### config.mk
export PLATFORM = sky130hd
export DESIGN_NAME = kvc_cfg
export DESIGN_NICKNAME = d
export VERILOG_FILES = /design/src/rtl/kvc_pkg.sv /design/src/rtl/kvc_cfg.sv
export SDC_FILE = /design/constraint.sdc
export NUM_CORES = 1
export LEC_CHECK = 0
export BUFFER_PORTS_ARGS = -buffer_cell sky130_fd_sc_hd__buf_4
export CORE_UTILIZATION = 30
export DETAILED_ROUTE_END_ITERATION = 6
export GPL_TIMING_DRIVEN = 0
export PLACE_DENSITY_LB_ADDON = 0.15
export RECOVER_POWER = 50
export SLEW_MARGIN = 30
export SYNTH_ARGS = -nofsm -noshare
export SYNTH_HDL_FRONTEND = slang
export SYNTH_SLANG_ARGS = --single-unit
export TNS_END_PERCENT = 100
### constraint.sdc
create_clock -name clk -period 1.5 [get_ports clk]
set_input_delay 0.075 -clock clk [delete_from_list [all_inputs] [get_ports clk]]
set_output_delay 0.075 -clock clk [all_outputs]
set_load 0.02 [all_outputs]
### src/rtl/kvc_pkg.sv
// Shared types, constants and the exponential table of the KV cache attention block.
package kvc_pkg;

  localparam int DATA_W      = 16;
  localparam int HEAD_OUT_W  = 3;
  localparam int POS_OUT_W   = 6;
  localparam int CFG_AW      = 4;
  localparam int CFG_DW      = 32;
  localparam int EXP_ENTRIES = 256;
  localparam logic [63:0] EXP_STEP_Q32 = 64'd4034748382;

  // Register index, taken from paddr[3:2].
  typedef enum logic [1:0] {
    REG_HEAD_COUNT  = 2'd0,
    REG_HEAD_LENGTH = 2'd1,
    REG_SCORE_SCALE = 2'd2
  } reg_idx_t;

  localparam logic [3:0]  HEAD_COUNT_RST  = 4'd1;
  localparam logic [6:0]  HEAD_LENGTH_RST = 7'd64;
  localparam logic [15:0] SCORE_SCALE_RST = 16'd8192;

  typedef struct packed {
    logic [3:0]  head_count;
    logic [6:0]  head_length;
    logic [15:0] score_scale;
  } cfg_t;

  typedef logic [16:0] exp_tab_t [EXP_ENTRIES];

  // exp(-i/16) in Q1.16, built by repeated multiplication in Q1.32.
  function automatic exp_tab_t build_exp_table();
    exp_tab_t    tab;
    logic [63:0] t;
    logic [63:0] r;
    t = 64'd1 << 32;
    for (int i = 0; i < EXP_ENTRIES; i++) begin
      r      = (t + 64'd32768) >> 16;
      tab[i] = r[16:0];
      t      = (t * EXP_STEP_Q32 + (64'd1 << 31)) >> 32;
    end
    return tab;
  endfunction

  localparam exp_tab_t EXP_TABLE = build_exp_table();

endpackage

### src/rtl/kvc_cfg.sv
// APB register file for head count, head length and score scale.
module kvc_cfg
  import kvc_pkg::*;
(
  input  logic              clk,
  input  logic              rst,
  input  logic              psel,
  input  logic              penable,
  input  logic              pwrite,
  input  logic [CFG_AW-1:0] paddr,
  input  logic [CFG_DW-1:0] pwdata,
  output logic [CFG_DW-1:0] prdata,
  output logic              pready,
  output cfg_t              cfg
);

  reg_idx_t idx;
  logic     wr;

  assign idx    = reg_idx_t'(paddr[3:2]);
  assign wr     = psel && penable && pwrite;
  assign pready = 1'b1;

  always_ff @(posedge clk) begin
    if (rst) begin
      cfg.head_count  <= HEAD_COUNT_RST;
      cfg.head_length <= HEAD_LENGTH_RST;
      cfg.score_scale <= SCORE_SCALE_RST;
    end else if (wr) begin
      case (idx)
        REG_HEAD_COUNT:  cfg.head_count  <= pwdata[3:0];
        REG_HEAD_LENGTH: cfg.head_length <= pwdata[6:0];
        REG_SCORE_SCALE: cfg.score_scale <= pwdata[15:0];
        default: ;
      endcase
    end
  end

  always_comb begin
    case (idx)
      REG_HEAD_COUNT:  prdata = CFG_DW'(cfg.head_count);
      REG_HEAD_LENGTH: prdata = CFG_DW'(cfg.head_length);
      REG_SCORE_SCALE: prdata = CFG_DW'(cfg.score_scale);
      default:         prdata = '0;
    endcase
  end

endmodule

After elaboration in Yosys (flattened, before gate mapping)
Index checks and enable logic that the tools add are counted.
{"block": "word_totals", "reg_bits": 27, "wordCells": 12, "inputBits": 41, "output_inout_bits": 60}
{"block": "classes", "n_eq_ne": 2, "reduce_logical": 6, "mux": 1}
{"op": "$pmux W16 S3", "n": 1}
{"op": "$reduce_and A2 Y1", "n": 3}
{"op": "$eq A2 B1 Y1 const B", "n": 1}
{"op": "$eq A2 B2 Y1 const B", "n": 1}
{"op": "$logic_and A1 B1 Y1", "n": 2}
{"op": "$logic_not A2 Y1", "n": 1}

Depth between registers and ports, before layout
{"block": "logic_depth", "depth_word": 3, "ltp_mapped": 6, "ltp_nobuf": 3}

Least setup slack after synthesis
OpenSTA, ideal clock, no wires.
{"block": "synth_path", "kind": "register to output", "from": "register cfg[16] (netlist name)", "to": "output port prdata[0]", "n_path_buf": 0, "required_time_ns": 1.425, "path_stages_with_launch": 3, "setup_slack_ns": 0.398, "arrival_time_ns": 1.027, "path_cell_list": "dfxtp_1 > mux2i_1 > o21ai_0"}
{"block": "synth_via", "elab_chain_cells": 1}
{"element": "start: declaration", "line_no": "kvc_cfg.sv:14", "source": "output cfg_t cfg"}
{"element": "$pmux W16 S3", "line_no": "kvc_cfg.sv:40", "source": "case (idx)"}
{"element": "end: declaration", "line_no": "kvc_cfg.sv:12", "source": "output logic [CFG_DW-1:0] prdata,"}
No other way between the ends.

Worst setup path in the final report
{"block": "layout_path", "from": "input port paddr[2]", "to": "output port prdata[0]"}
{"block": "layout_via", "elab_chain_cells": 2, "elab_cells_between_ends": 4, "cone_classes": "eq/ne: 2; mux: 1; reduce/logical: 1"}
{"element": "start: declaration", "line_no": "kvc_cfg.sv:10", "source": "input logic [CFG_AW-1:0] paddr,"}
{"element": "$eq A2 B2 Y1 (tied with other cells)", "line_no": "kvc_cfg.sv:40"}
{"element": "$pmux W16 S3 *", "line_no": "kvc_cfg.sv:40"}
Mark *: on every way between the ends. The rest lies on a longest branch, timed or not.

==> impl_metrics.json <==
{
  "via_per_inst": 4.02,
  "die_w_um": 72.6,
  "final_cell_mix": "buf_4, nand2b_1, clkbuf_1",
  "gp_congestion": 0.697,
  "ys_types": 18,
  "cp-end-kind": "primary output",
  "final.min_clock_period_ns": 1.20,
  "cts_resized": 0,
  "final_common_cell": "buf_4",
  "top_register": "cfg",
  "internal_power_uw": 1030,
  "fp.dieH_um": 72.6,
  "antenna_found_initial": 0,
  "num_antenna_cells": 0,
  "fill_cells": 517,
  "clkPwrFrac_pct": 29.2,
  "p_sw_uw": 368,
  "crit_type": "in2out",
  "antenna_left": 0,
  "syn-cell-area_um2": 1500,
  "hp-class": "in2reg",
  "cp-start-kind": "primary input",
  "p_per_area_nw_per_um2": 683,
  "num_io_pins": 101,
  "p_comb_share_pct": 18.5,
  "fin_nets": 281,
  "clock-sinks": 27,
  "largestRegisters": "cfg: 27 flops",
  "dieArea_um2": 5270,
  "cp_max_fo": 10,
  "worstPathRequired_ns": 1.42,
  "drt_wl_total_mm": 3.58,
  "finalWorstSetupSlack_ns": 0.304,
  "setup_violations": 0,
  "synth_cells": 157,
  "largest_reg_flops": 27,
  "cpMostUsedCell": "buf_4",
  "status": "finished clean",
  "hold_ws_ns": 0.0634,
  "dr.pass1.iters": 4,
  "cts_max_level": 1,
  "maxCapViolCount": 0,
  "row_count": 25,
  "grt_remaining_overflow": 0,
  "cp_slowest_cell": "buf_2",
  "syn_to_final_growth_pct": 37.1,
  "clk_latency_ns": 0.27,
  "syn_area_per_cell_um2": 9.53,
  "numPortBuffers": 63,
  "p_seq_share_pct": 52.3,
  "finalHoldViolations": 0,
  "clock_tree.buffer_depth": 2,
  "place_ws_ns": 0.186,
  "ys_ff_latch": 27,
  "cts_tree": "yes",
  "drtIter0Drc": 63,
  "vias": 1229,
  "dp_hpwl_mm": 2.70,
  "grt_pass1_wl_mm": 5.47,
  "ys_seq_area_share_pct": 36.1,
  "skew_ns": 0,
  "cp.arrival_ns": 1.12,
  "grt_pass1_vias": 1077,
  "cts_buffers": 3,
  "critPathMaxStageDelay_ns": 0.28,
  "max_freq_mhz": 836,
  "grtUsageTotal_pct": 13.5,
  "ctsHoldBuffers": 0,
  "fin_crit_sh_pct": 79.7,
  "cts_setup_buffers": 0,
  "p_leak_uw": 0.000944,
  "start_util_pct": 31.5,
  "fin_tns_setup_ns": 0,
  "rsz0062_at_grt": "false",
  "synth_warnings": 0,
  "worst-path-buf-inv": 3,
  "clkTransAtPathRegs_ns": 0.09,
  "finalMaxSlewViolations": 0,
  "drc": 0,
  "swShare_pct": 26.2,
  "ir_drop_v": 0.000300,
  "fp.coreArea_um2": 4750,
  "wl_per_cell_um": 11.7,
  "crit_family": "buffers and inverters",
  "grt_start_max_net_pins": 16,
  "drive_gt1_share_pct": 26.4,
  "root_buffer": "clkbuf_8",
  "crit_chain": "buf_4 > nor2b_4 > buf_2 > nand2_1 > o21ai_0 > buf_4"
}
## metrics by stage
step                      util [%]  instances  area, µm²  power, µW
after floorplan                  -        172       1550        922
after global placement        44.4        302       2110       1020
after detailed placement      44.4        302       2110       1020
after CTS                     45.3        306       2160       1440
after global routing          43.2        306       2050       1470
final                         43.2        306       2050       1400
## kinds of logic (layout without fill, tap and decap cells)
| group | after synthesis | count (layout) | share of synthesized area (%) |
|---|---|---|---|
| flip-flops | 27 | 27 | 36.1 |
| buffers and inverters | 26 | 93 | 13.3 |
| AO/OA/AOI/OAI | 7 | 7 | 3.09 |
| other | 2 | 17 | 0.502 |
| AND/OR/NAND/NOR | 64 | 64 | 26.3 |
| multiplexers | 31 | 31 | 20.7 |
## power groups by stage
stage          clock network [µW]  registers, µW  logic, µW
2_1_floorplan                   0            760        163
3_3_place_gp                    0            750        269
3_5_place_dp                    0            750        269
4_1_cts                       436            733        270
5_1_grt                       459            735        280
6_report                      410            733        259
## layout make-up
cell class,count,area [µm²],share of cell area [%]
clock inverter,1,5.00,0.244
sequential,27,541,26.3
timing repair buffer,63,372,18.1
multi-input combinational,119,811,39.5
buffer,26,199,9.70
tap,67,83.8,4.09
clock buffer,3,41.3,2.01
## synth_stat cells
master    number  area [µm²]
buf_12         2        40.0
mux2i_1       31         310
o21ai_0        4        20.0
nand4_2        1        12.5
nor2b_4        1        13.8
nor2_1         7        26.3
buf_2          1        5.00
nand4_1        1        6.26
conb_1         2        7.51
and2b_1        1        7.51
clkbuf_1       5        18.8
nand2b_1      39         244
and2_1         9        56.3
dfxtp_1       27         541
and4_4         1        11.3
nand2_1        4        15.0
buf_4         18         135
a22o_1         3        26.3
## routing by layer
| metal | share of wire [%] | vias up | global-route usage [%] |
|---|---|---|---|
| li1 | - | 641 | - |
| met1 | 48 | 527 | 19.7 |
| met2 | 41 | 61 | 20.4 |
| met3 | 10 | 0 | 4.14 |
| met4 | 0 | 0 | 1.31 |
| met5 | 0 | - | 0 |
## path summary, 6_finish.rpt
kind,startpoint,end,slack [ns],cells past startpoint
worst max-delay path,paddr[2],prdata[0],0.30,6
worst min-delay path,pwdata[14],cfg[14],0.06,3
worst max register to register,cfg[17],cfg[17],0.86,2
worst min register to register,cfg[7],cfg[7],0.49,2
## worst min-delay path: stages
cell,delay [ns]
buf_4,0.11
nand2b_1,0.05
mux2i_1,0.06
Note: power is estimated with default switching activity, not from simulation.
