## src/rtl/kvc_div.sv

```systemverilog
// Restoring divider, one quotient bit per cycle.
module kvc_div (
  input  logic        clk,
  input  logic        rst,
  input  logic        start,
  input  logic [33:0] numer,
  input  logic [31:0] denom,
  output logic        done,
  output logic [33:0] quot
);

  logic [31:0] rem;
  logic [31:0] den;
  logic [5:0]  cnt;
  logic        busy;
  logic [32:0] shifted;
  logic [32:0] trial;

  assign shifted = {rem, quot[33]};
  assign trial   = shifted - {1'b0, den};

  always_ff @(posedge clk) begin
    if (rst) begin
      busy <= 1'b0;
      done <= 1'b0;
      cnt  <= '0;
    end else begin
      done <= 1'b0;
      if (start) begin
        busy <= 1'b1;
        cnt  <= 6'd34;
        rem  <= '0;
        quot <= numer;
        den  <= denom;
      end else if (busy) begin
        if (!trial[32]) begin
          rem  <= trial[31:0];
          quot <= {quot[32:0], 1'b1};
        end else begin
          rem  <= shifted[31:0];
          quot <= {quot[32:0], 1'b0};
        end
        cnt <= cnt - 6'd1;
        if (cnt == 6'd1) begin
          busy <= 1'b0;
          done <= 1'b1;
        end
      end
    end
  end

endmodule

```

## config.mk

```make
export PLATFORM = sky130hd
export DESIGN_NAME = kvc_div
export DESIGN_NICKNAME = d
export VERILOG_FILES = /design/src/rtl/kvc_div.sv
export SDC_FILE = /design/constraint.sdc
export NUM_CORES = 1
export LEC_CHECK = 0
export ABC_AREA = 0
export BUFFER_PORTS_ARGS = -buffer_cell sky130_fd_sc_hd__buf_2
export CAP_MARGIN = 20
export CORE_ASPECT_RATIO = 1.2
export CORE_UTILIZATION = 35
export CTS_CLUSTER_SIZE = 20
export DETAILED_ROUTE_END_ITERATION = 10
export PLACE_DENSITY = 0.61
export SYNTH_ARGS = -nofsm -noshare
export SYNTH_HDL_FRONTEND = slang
export SYNTH_SLANG_ARGS = --single-unit
```

## constraint.sdc

```tcl
create_clock -name clk -period 7.9 [get_ports clk]
set_input_delay 0 -clock clk [delete_from_list [all_inputs] [get_ports clk]]
set_output_delay 0 -clock clk [all_outputs]
set_load 0.05 [all_outputs]
```

Yosys cells after proc, flatten, opt, wreduce, memory -nomap -nowiden
Index checks and enable logic that the tools add are counted.
{"block": "word_totals", "regBits": 106, "in_bits": 69, "output_inout_bits": 35, "word_cells": 28}
{"block": "classes", "n_addsub": 2, "eq_ne": 1, "n_mux": 11, "n_bitwise": 2, "reduce_logical": 5}
{"cell": "$mux W34", "n": 2}
{"cell": "$mux W32", "n": 2}
{"cell": "$sub A33 B32 Y33", "n": 1}
{"cell": "$mux W6", "n": 2}
{"cell": "$eq A6 B1 Y1 const B", "n": 1}
{"cell": "$sub A6 B1 Y6 const B", "n": 1}
{"cell": "$mux W1", "n": 5}
{"cell": "$reduce_and A2 Y1", "n": 2}
{"cell": "$reduce_or A3 Y1", "n": 1}
{"cell": "$not A1 Y1", "n": 2}
{"cell": "$reduce_bool A2 Y1", "n": 1}
{"cell": "$reduce_or A2 Y1", "n": 1}

Logic depth before layout (Yosys ltp)
{"block": "logic_depth", "depth_word": 4, "depth_mapped": 15, "mapped_depth_nobuf": 12}

Least setup slack after synthesis
No wires, ideal clock.
{"block": "synth_timing", "path_type": "input to register", "start": "input port start", "end": "register quot[0] (enable)", "setup_ps": 490, "t_arrival_ps": 3396, "t_required_ps": 7410, "setup_slack_ps": 4013, "path_stages": 4, "n_path_buf": 2, "path_cell_list": "clkbuf_1 -> buf_1 -> nor2_1 -> nor2_1"}
{"block": "synth_via", "elab_chain_len": 2}
{"item": "start: declaration", "line": "5", "rtl": "input logic start,"}
{"item": "$reduce_bool A2 Y1 (no source line)"}
{"item": "$reduce_and A2 Y1 (no source line)"}
{"item": "end signal: assignment", "line": "33", "rtl": "quot <= numer;"}
{"item": "end signal: assignment", "line": "38", "rtl": "quot <= {quot[32:0], 1'b1};"}
{"item": "end signal: assignment", "line": "41", "rtl": "quot <= {quot[32:0], 1'b0};"}
{"item": "end: declaration", "line": "9", "rtl": "output logic [33:0] quot"}
No other way between the ends.
A chain may end at the register's enable or synchronous reset.

Worst setup path after layout
{"block": "layout_timing", "start": "register rem[17]", "end": "register rem[10] (data pin)"}
{"block": "layout_via", "elab_chain_len": 3}
{"item": "start: declaration", "line": "12", "rtl": "logic [31:0] rem;"}
{"item": "start signal: assignment", "line": "37", "rtl": "rem <= trial[31:0];"}
{"item": "start signal: assignment", "line": "40", "rtl": "rem <= shifted[31:0];"}
{"item": "$sub A33 B32 Y33", "line": "20", "rtl": "assign trial = shifted - {1'b0, den};"}
{"item": "$mux W32", "line": "36", "rtl": "if (!trial[32]) begin"}
{"item": "$mux W32", "line": "35", "rtl": "end else if (busy) begin"}
No other way between the ends. The select of a mux whose other input is x is not followed.

==> impl_metrics.py <==
metrics = {
    "outcome": {
        "status": "finished, final reports clean",
    },
    "floorplan": {
        "die_x_um": 122,
        "start_util_pct": 35.8,
        "rows": 52,
        "dieArea_um2": 17800,
        "fp.dieH_um": 146,
        "core_um2": 16900,
        "io_pins": 104,
    },
    "synthesis": {
        "syn_nets": 639,
        "synth-warning-count": 0,
        "synth-edff-count": 98,
        "avgSynthCellArea_um2": 11.3,
        "synth_area_leaders": "edfxtp_1 (49%), ha_1 (7.0%), mux2_2 (6.2%)",
        "synth_cell_type_count": 63,
        "yosysTopAreaCell": "edfxtp_1",
        "synth_ff_type": "edfxtp_1",
        "synth_area_um2": 6040,
        "ys_top_cells_by_count": "edfxtp_1 (98), nor2_1 (45), nand2_1 (43)",
        "synthArstFlopShare_pct": 0,
        "yosysSeqAreaShare_pct": 51.4,
        "synth.top_cell.area_share_pct": 48.8,
        "synth-seq-cells": 106,
        "synth_most_common_cell": "edfxtp_1",
        "syn_inst": 535,
    },
    "sta": {
        "hold_viol": 0,
        "rsz0062_at_grt": "no",
        "fin_crit_ps": 3750,
        "drv_slew": 0,
        "setup_viol": 0,
        "worst_pin_slew_ps": 925,
        "tns_ps": 0,
        "slew_headroom_pct": 38.2,
        "finalClockSkew_ps": 13.3,
        "fin_crit_sh_pct": 47.5,
        "fmax_mhz": 267,
    },
    "power": {
        "p_int_w": 0.00111,
        "p_leak_nw": 3.22,
        "power_frac_seq_pct": 42.8,
        "power_switching_w": 0.000517,
        "p_sw_share_pct": 31.8,
        "p_clk_share_pct": 28.3,
        "comb_power_share_pct": 28.9,
        "power_density_nw_per_um2": 210,
        "worst_ir_drop_vdd_mv": 0.104,
    },
    "worst_setup_path": {
        "cpPeakStageDelay_ps": 700,
        "path_buf_inv": 1,
        "cp_max_fo": 18,
        "reg2reg_to": "rem[10]",
        "arrival_ps": 3860,
        "cp_slowest_cell": "or2_1",
        "crit_type": "register to register",
        "r2r-start": "rem[17]",
        "reg2reg_depth": 10,
        "worst_setup_path_end_kind": "register",
        "startpoint_type": "register",
        "required_ps": 8010,
        "worstPathCellList": "ha_1, inv_2, nor2_2, a311o_1, a211oi_4, a31oi_4, o41ai_2, or2_1, nor2_1, a21o_1",
        "r2r_setup_slack_ps": 4150,
        "cp_top_family": "compound AO/OA/AOI/OAI gates",
    },
    "clocking": {
        "cts_buffers": 9,
        "cts_sinks": 106,
        "cts_root_buf": "clkbuf_16",
        "clk-insertion-delay-late_ps": 360,
        "htree_levels": 3,
        "cts_buffer_depth": 2,
        "post_cts_resized": 0,
        "cts_tree": "built",
        "cts.reportedPaths.clkPinSlew_ps": 80,
    },
    "worst_hold_path": {
        "hp-class": "input pin to register",
        "hold_start": "denom[9]",
        "hold_depth": 2,
        "hold_end": "den[9]",
    },
    "cells_and_area": {
        "area_delta_synth_final_pct": 28.3,
        "drive_gt1_share_pct": 23.6,
        "antenna_cells": 0,
        "finalNonFillerCells": 923,
        "num-nets-final": 806,
    },
    "drt": {
        "wl_per_cell_um": 15.4,
        "drt_iter0_markers": 228,
        "ant_nets": 0,
        "drc": 0,
        "detail_route.wirelength_mm": 14.2,
        "drt_pre_antenna_iters": 4,
        "viasPerCell": 4.99,
        "vias": 4603,
    },
    "placed_design": {
        "portBuffers": 103,
        "place.gp.congestion": 0.855,
        "dpl.cell_count": 840,
        "hpwl_mm": 9.76,
    },
    "global_route": {
        "grt_pass1_vias": 4876,
        "grt_pass1_wl_mm": 23.3,
        "antenna_found_initial": 0,
        "grt_usage_pct": 16.6,
        "grt_max_degree": 73,
        "grt-ovfl-total": 0,
    },
    "job": {
        "cap_violations": 0,
    },
}
what timing repair did:
action                    in CTS  in global routing
hold endpoints to repair      73                  0
hold buffers                  67                  0
setup buffers                  0                  0
per-layer routing:
layer | track usage, % | part of all wire (%)
met1 | 20.4 | 44
met2 | 28.6 | 51
met3 | 3.61 | 4.4
met4 | 5.25 | 0.82
met5 | 0 | 0
state kept, by name (all words and copies together) (netlist names):
name / flops
rem: 32
busy: 1
cnt: 6
quot: 34
done: 1
den: 32
kinds of logic (layout without fill, tap and decap cells):
logic type      after synthesis  after routing  share of synthesized area [%]
compound gates              117            117                           13.4
xor+xnor                     31             31                           4.50
fa+ha+maj                    35             35                           7.38
buf+inv                      59            231                           4.02
flops                       106            106                           51.4
mux                          47             47                           8.48
simple gates                140            140                           10.8
cells in the final DEF, fill, tap and decap left out, types with 3 or more instances in the layout:
cell type        n
buf_2          103
edfxtp_1        98
dlygate4sd3_1   67
nand2_1         43
nor2_1          43
inv_1           40
a21oi_1         39
ha_1            34
mux2_2          33
xnor2_1         20
a21o_1          15
nor3_1          15
o21ai_0         14
mux2i_1         14
xor2_1          11
clkbuf_16       10
a211oi_1         8
dfxtp_1          8
a31oi_1          5
o21a_1           5
and3_1           5
nor2b_1          4
and2_1           4
or3_1            4
nand4_1          3
and4_1           3
nand3_1          3
o41ai_1          3
inv_8            3
buf_4            3
worst max path at each step:
stage / start / to / slack [ps] / cells after the start
floorplan: start / quot[0] / 4010 / 4
global placement: rem[17] / quot[0] / 4230 / 10
detailed placement: rem[17] / quot[0] / 4110 / 10
CTS: rem[17] / rem[10] / 4100 / 10
global route: quot[33] / rem[10] / 3950 / 12
finish: rem[17] / rem[10] / 4150 / 10
cell type report:
| cell class | instances | area (um^2) |
|---|---|---|
| Inverter | 42 | 158 |
| Clock inverter | 6 | 53.8 |
| Fill cell | 1530 | 9110 |
| Clock buffer | 10 | 250 |
| Timing Repair Buffer | 173 | 1210 |
| Tap cell | 216 | 270 |
| Sequential cell | 106 | 3100 |
| Multi-Input combinational cell | 370 | 2700 |
per-stage QoR:
| step | instance area [um^2] | hold WS [ps] | total power [W] | setup WS, ps | utilization [%] |
|---|---|---|---|---|---|
| 3_3_place_gp | 6770 | 179 | 0.00115 | 4230 | 40.2 |
| 3_5_place_dp | 6770 | 178 | 0.00115 | 4110 | 40.2 |
| 4_1_cts | 7740 | 343 | 0.00164 | 4100 | 46.0 |
| 2_1_floorplan | 6040 | 98.9 | 0.00105 | 4010 | - |
| 6_report | 7740 | 352 | 0.00162 | 4150 | 46.0 |
| 5_1_grt | 7740 | 353 | 0.00171 | 3950 | 46.0 |
power groups by stage:
stage / Clock (W) / Sequential (W) / Combinational, W
detailed placement: 0 / 0.000707 / 0.000443
global placement: 0 / 0.000706 / 0.000441
global route: 0.000494 / 0.000700 / 0.000517
finish: 0.000460 / 0.000695 / 0.000470
floorplan: 0 / 0.000742 / 0.000309
CTS: 0.000475 / 0.000695 / 0.000470
No activity file was read; power rests on OpenSTA's default activity.
