--- config.mk ---
export PLATFORM = sky130hd
export DESIGN_NAME = kvc_ram
export DESIGN_NICKNAME = d
export VERILOG_FILES = /design/src/rtl/kvc_ram.sv
export SDC_FILE = /design/constraint.sdc
export NUM_CORES = 1
export LEC_CHECK = 0
export BUFFER_PORTS_ARGS = -buffer_cell sky130_fd_sc_hd__clkbuf_2
export CAP_MARGIN = 5
export CORE_UTILIZATION = 45
export CTS_CLUSTER_DIAMETER = 80
export DETAILED_ROUTE_END_ITERATION = 10
export SETUP_SLACK_MARGIN = 0.1
export SLEW_MARGIN = 20
export SYNTH_ARGS = -nofsm -noshare
export SYNTH_HDL_FRONTEND = slang
export SYNTH_SLANG_ARGS = --single-unit
--- constraint.sdc ---
create_clock -name clk -period 3.2 [get_ports clk]
set_clock_uncertainty 0.05 [all_clocks]
set_input_delay 0.96 -clock clk [delete_from_list [all_inputs] [get_ports clk]]
set_output_delay 0.96 -clock clk [all_outputs]
set_load 0.01 [all_outputs]
--- src/rtl/kvc_ram.sv ---
// Generic single-write, single-read RAM with registered read data.
module kvc_ram #(
  parameter int WIDTH = 16,
  parameter int DEPTH = 64,
  localparam int AW   = (DEPTH > 1) ? $clog2(DEPTH) : 1
) (
  input  logic             clk,
  input  logic             we,
  input  logic [AW-1:0]    waddr,
  input  logic [WIDTH-1:0] wdata,
  input  logic [AW-1:0]    raddr,
  output logic [WIDTH-1:0] rdata
);

  logic [WIDTH-1:0] mem [DEPTH];

  always_ff @(posedge clk) begin
    if (we) begin
      mem[waddr] <= wdata;
    end
    rdata <= mem[raddr];
  end

endmodule

Yosys cells after proc, flatten, opt, wreduce, memory -nomap -nowiden
Memory sizes are Yosys's and may differ from the RTL's. A register that Yosys moved wholly into a read port is not among the register bits.
Index checks and enable logic that the tools add are counted.
{"block": "totals", "latchBits": 0, "output_inout_bits": 16, "memories": 1, "ff_bits": 0, "mem_bits_ro": 0, "ramBits": 1024, "inputBits": 30}
{"block": "classes", "div": 0, "reduce_logical": 0, "bitwise_logic": 0, "shift": 0, "multipliers": 0, "n_eq_ne": 0, "order_cmp": 0, "mux": 2, "n_addsub": 0}
{"memory": "mem", "words": 64, "word_bits": 16, "read_ports": 1, "rd_clocked_by_memory_dff": 1, "write_ports": 1, "line": "15", "source": "logic [WIDTH-1:0] mem [DEPTH];"}
{"cell": "1-bit 2-to-1 mux", "n": 2}

Longest topological paths before layout
Gate-level depths: netlist of the first run.
{"block": "depth", "depth_word": 2, "ltp_mapped": 10, "mapped_depth_nobuf": 5}

Worst setup path before layout of the first run
Ideal clock, no wire load.
{"block": "synth_path", "path_kind": "input to register", "start": "input waddr[3]", "end": "memory mem[48][0], enable pin", "path_stages": 4, "slack_ps": 155, "required_ps": 2741, "arrival_time_ps": 2586, "path_buffers": 1, "cell_sequence": "clkbuf_1 nor2b_1 nand4b_1 nor3_1"}
{"element": "start: declaration", "line": "9", "source": "input logic [AW-1:0] waddr,"}
{"element": "end: declaration", "line": "15"}
Straight into the memory's write port.

==> results of run 1 <==
-- cells by family after synthesis --
family / synth area share (%)
flops: 77.6
mux: 15.5
simple gates: 2.65
compound gates: 2.41
buf+inv: 1.83
-- state kept, by name (all words and copies together), names as in the netlist --
signal  cells
mem      1024
rdata      16
-- how the worst max path moves through the flow --
stage                        start         end  slack [ps]  cells past startpoint
after floorplan           waddr[3]  mem[48][0]         160                      4
after global placement    raddr[0]    rdata[0]        -300                      9
after detailed placement  raddr[0]    rdata[0]        -310                      9
after CTS                 raddr[0]    rdata[0]         390                      9
after global routing      raddr[0]    rdata[0]         320                      9
final                     raddr[0]    rdata[0]         340                      9
-- layout make-up --
cell class / count / area [µm²]
flip-flops and latches: 1040 / 31100
well taps: 1165 / 1460
clock buffers: 133 / 2780
clock inverters: 53 / 448
fillers: 6831 / 42100
repair buffers: 242 / 2130
multi-input cells: 685 / 8250
-- cells in the final DEF (no fill, tap or decap), drive strengths merged, types with 12 or more instances in the layout --
master     n
edfxtp  1024
mux2i     85
nand3     24
dfxtp     16
clkbuf   175
nor2      74
nand2     60
mux4     224
a221oi    16
a21oi     17
nand4     12
nor2b     30
buf      200
mux2      27
a22oi     39
clkinv    41
-- power by group through the flow --
stage / sequential (mW) / combinational, mW / clock, mW
2_1_floorplan: 15.4 / 0.781 / 0
3_3_place_gp: 15.4 / 1.51 / 0
3_5_place_dp: 15.4 / 1.53 / 0
4_1_cts: 15.1 / 1.54 / 11.8
5_1_grt: 15.1 / 1.61 / 12.4
6_report: 15.1 / 1.52 / 11.6
-- layer usage --
metal / GRT usage (%) / vias up / share of wire, %
li1: - / 8172 / -
met1: 30.3 / 10400 / 43
met2: 35.1 / 619 / 49
met3: 3.27 / 147 / 5.3
met4: 6.45 / 10 / 2.7
met5: 0 / - / 0.071
-- critical path, stage by stage --
cell and delay [ps]:
buf_8 230, buf_12 250, mux4_2 530, mux2i_1 170, buf_4 160, a22oi_1 100, a31oi_1 630, buf_4 230
a311oi_1 40
==> summary.txt, run 1 <==
status: complete, no violations
Leak: 14.8 nW
synthesized cell area: 40,000 µm²
finished layout cell area: 46,100 µm²
Remaining Overflow, GRT: 0
Worst-path clk slew: 60 ps
Net Count, Synth: 1,859
Inst Count DP: 3,132
CP Launch Type: input port
synth cell count leaders: edfxtp_1 (1,024), mux4_2 (220), mux2i_1 (85), nor2_1 (72), nand2_1 (59)
worst setup margin: 338 ps
max-slew violations: 0
Port Buffers: 45
Max-Slew Margin vs Limit: 45.7%
Tcrit/Tclk final: 89.4%
Combinational Power Share: 5.4%
r2r worst-path depth: 7
max-cap violation count: 0
Initial Util: 45.4%
Flop pwr share: 53.5%
Pint: 22.4 mW
worst slew pin tran: 814 ps
EDFF count, synth: 1,024
Yosys Warn Count: 0
Placer Congestion: 0.832
Async SR Flop Fraction: 0%
most common flop cell mapped by yosys: edfxtp_1
hold path cells: 2
Hold Fails Final Rpt: 0
post-place instance area: 42,900 µm²
Sw Share: 20.8%
Hold Slack: 737 ps
clk_lat worst skew: 660 ps
I/O pin count: 46
post-synth top area cell: edfxtp_1
Final setup violation count: 0
CP Max Fanout: 20
sequential area share after synthesis: 77.6%
post-layout net count: 2,103
Area Growth Syn to Fin: 15.2%
fin cells: 3,318
Tmin final: 2860 ps
site row count: 109
Mapped Cells: 1,829
routed len/inst: 28.8 µm
pre-CTS setup slack: -310 ps
total power: 28.3 mW
most common cell in the netlist: edfxtp_1
ant diodes: 0
Final Core Density: 52.3%
CP endpoint kind: flop
GRT Total Usage: 21.6%
die area: 90,200 µm²
DRC errors left: 0
first-pass GRT wire length: 139,000 µm
Synth cell types: 43
f_max: 349 MHz
clock share of power: 41.2%
Max VDD drop: 0.000515 V
vias in the first global route: 19,800
worst min path class: in -> reg
CTS root buf: clkbuf_16
DR iter-0 viols: 1,695
Die Wd: 300 µm
hold-fix buffers at CTS: 0
Pre-antenna DRT Iters: 5
Data required, critical path: 3690 ps
Antenna Violating Nets Remaining: 0
Sink Count: 1,040
final WL: 95,600 µm
post-route setup TNS: 0 ps
vias per cell: 5.83
critical path class: in -> reg
reg2reg start: mem[23][0]
Max H-tree Level: 3
Post-CTS Setup Bufs: 0
number of CTS-inserted buffers: 104
vias: 19,300
Clock Path Buffers: 3
layout cells sized above 1: 29.4%
Detailed Place HPWL: 59,300 µm
Worst Hold Path EP: mem[50][0]
Mapped Avg Cell Area: 21.9 µm²
core area: 88,200 µm²
largest net degree at the start of global routing: 65
area share of the largest cell type after synthesis: 76.8%
initial antenna violation count: 6
Synth area leaders: edfxtp_1 (77%), mux4_2 (12%), mux2i_1 (2.1%)
Net Switching: 5.88 mW
WP data arrival: 3350 ps
post-cts sizing count: 0
RSZ-0062 raised after global routing: no
TritonCTS clock tree: yes
Die H: 300 µm
flop-to-flop setup slack: 850 ps
pwr/cell area: 613 nW/µm²
HP Start: wdata[0]
FF-to-FF End: rdata[0]
synthesized flop and latch total: 1,040
No activity file was read; power rests on OpenSTA's default activity.
==> inputs of run 2 (changes only) <==
--- a/config.mk
+++ b/config.mk
@@ -6,10 +6,11 @@
 export NUM_CORES = 1
 export LEC_CHECK = 0
 export BUFFER_PORTS_ARGS = -buffer_cell sky130_fd_sc_hd__clkbuf_2
-export CAP_MARGIN = 5
+export CAP_MARGIN = 30
 export CORE_UTILIZATION = 45
 export CTS_CLUSTER_DIAMETER = 80
 export DETAILED_ROUTE_END_ITERATION = 10
+export REMOVE_ABC_BUFFERS = 1
 export SETUP_SLACK_MARGIN = 0.1
 export SLEW_MARGIN = 20
 export SYNTH_ARGS = -nofsm -noshare
==> run 2 against run 1 <==
Net effect: maximum frequency grew 5.8%; sequential share of layout area shrank 0.71 points; sequential power is essentially flat; combinational power grew 3%; wire length grew 1.5%; critical path depth shrank 1; cell area grew 1.1%; clock power is essentially flat; die area is the same; worst setup slack gained 160 ps; flip-flop and latch count is the same; clock-buffer cell count grew 2; critical endpoint is now rdata[7].
==> summary.txt, run 2 (same netlist as run 1, synthesis figures left out) <==
status: complete, no violations (unchanged)
finished layout cell area: 46,600 µm² (was 46,100 µm²)
layout cells sized above 1: 31.0% (was 29.4%)
Pre-antenna DRT Iters: 5 (unchanged)
Data required, critical path: 3700 ps (was 3690 ps)
largest net degree at the start of global routing: 65 (unchanged)
first-pass GRT wire length: 141,000 µm (was 139,000 µm)
post-cts sizing count: 0 (unchanged)
most frequent cells in the layout: edfxtp_1 (1,024), mux4_2 (220), buf_4 (209) (was edfxtp_1 (1,024), mux4_2 (220), buf_4 (165))
Leak: 15.1 nW (was 14.8 nW)
DRC errors left: 0 (unchanged)
post-layout net count: 2,150 (was 2,103)
vias in the first global route: 20,000 (was 19,800)
crit-path cells: buf_6, buf_4, buf_4, mux4_2, nand2_1, nand3_1, a21oi_1, nor4_2 (was buf_8, buf_12, mux4_2, mux2i_1, buf_4, a22oi_1, a31oi_1, buf_4, a311oi_1)
Worst-path clk slew: 60 ps (about the same)
CP Max Fanout: 23 (was 20)
critical path class: in -> reg (unchanged)
routed len/inst: 28.8 µm (about the same)
GRT Total Usage: 21.9% (was 21.6%)
WP data arrival: 3210 ps (was 3350 ps)
kind of cell adding the most delay to the critical path: buffers and inverters (unchanged)
final WL: 97,000 µm (was 95,600 µm)
Die H: 300 µm (unchanged)
Die Wd: 300 µm (unchanged)
max reg flops: 1,024 (unchanged)
CP Launch Type: input port (unchanged)
hold-fix buffers at CTS: 0 (unchanged)
initial antenna violation count: 11 (was 6)
vias: 19,600 (was 19,300)
RSZ-0062 raised after global routing: no (unchanged)
vias per cell: 5.82 (was 5.83)
post-place instance area: 43,200 µm² (was 42,900 µm²)
CTS root buf: clkbuf_16 (unchanged)
Initial Util: 45.4% (unchanged)
Tmin final: 2710 ps (was 2860 ps)
core area: 88,200 µm² (unchanged)
CP endpoint kind: flop (unchanged)
Max-Slew Margin vs Limit: 37.7% (was 45.7%)
Max H-tree Level: 3 (unchanged)
filler instances: 6,750 (was 6,831)
worst slew pin tran: 935 ps (was 814 ps)
Reg with most FFs: mem (unchanged)
Placer Congestion: 0.863 (was 0.832)
Antenna Violating Nets Remaining: 0 (unchanged)
Tcrit/Tclk final: 84.6% (was 89.4%)
max-slew violations: 0 (unchanged)
Sink Count: 1,040 (unchanged)
TritonCTS clock tree: yes (unchanged)
Remaining Overflow, GRT: 0 (unchanged)
Hold Fails Final Rpt: 0 (unchanged)
f_max: 370 MHz (was 349 MHz)
max-cap violation count: 0 (unchanged)
critical path's slowest cell: a21oi_1 (was a31oi_1)
worst path bufs/invs: 3 (was 4)
Hold Slack: 634 ps (was 737 ps)
I/O pin count: 46 (unchanged)
Area Growth Syn to Fin: 16.4% (was 15.2%)
biggest regs: mem (1024), rdata (16) (unchanged)
number of CTS-inserted buffers: 103 (was 104)
Max VDD drop: 0.000440 V (was 0.000515 V)
total power: 28.4 mW (was 28.3 mW)
Port Buffers: 45 (unchanged)
Post-CTS Setup Bufs: 0 (unchanged)
Top cell by count, worst path: buf_4 (unchanged)
most common cell after layout, fill and taps aside: edfxtp_1 (unchanged)
Detailed Place HPWL: 61,700 µm (was 59,300 µm)
clk_lat worst skew: 690 ps (was 660 ps)
Final setup violation count: 0 (unchanged)
pwr/cell area: 609 nW/µm² (was 613 nW/µm²)
die area: 90,200 µm² (unchanged)
DR iter-0 viols: 2,397 (was 1,695)
Clock Path Buffers: 3 (unchanged)
slowest stage delay, CP: 580 ps (was 630 ps)
site row count: 109 (unchanged)
worst min path class: in -> reg (unchanged)
run 2: report_power, final:
group / switching [mW] / total [mW] / internal (mW)
sequential: 0.0615 / 15.1 / 15.1
combinational: 0.933 / 1.57 / 0.642
clock: 5.02 / 11.7 / 6.68
total: 6.02 / 28.4 / 22.4
run 2: stage by stage:
step           cells  utilization, %  setup WS (ps)  setup TNS [ps]
5_1_grt         3368            52.8            458               0
6_report        3370            52.8            494               0
3_5_place_dp    3176            49.0           -178            -730
3_3_place_gp    3176            49.0           -176            -685
2_1_floorplan   1725               -            308               0
4_1_cts         3364            52.7            558               0
run 2: final cells by class:
class	instances	area (µm²)	share of cell area, %
flip-flops and latches	1040	31100	66.6
multi-input cells	685	8250	17.7
clock buffers	135	2770	5.94
repair buffers	290	2550	5.47
well taps	1165	1460	3.13
clock inverters	53	528	1.13
diodes	2	5.00	0.0107
run 2: worst paths after layout:
| kind | from | endpoint | slack, ps | depth (start not counted) |
|---|---|---|---|---|
| hold reg to reg | mem[57][12] | rdata[12] | 840 | 5 |
| setup reg to reg | mem[10][3] | rdata[3] | 1100 | 5 |
| setup / recovery | raddr[1] | rdata[7] | 490 | 8 |
| hold / removal | wdata[7] | mem[13][7] | 630 | 1 |
run 2: routing by layer:
metal | GRT usage (%) | share of wire [%]
met3 | 4.66 | 7.9
met4 | 5.89 | 2.2
met2 | 34.5 | 47
met5 | 0 | 0.11
met1 | 31.3 | 42
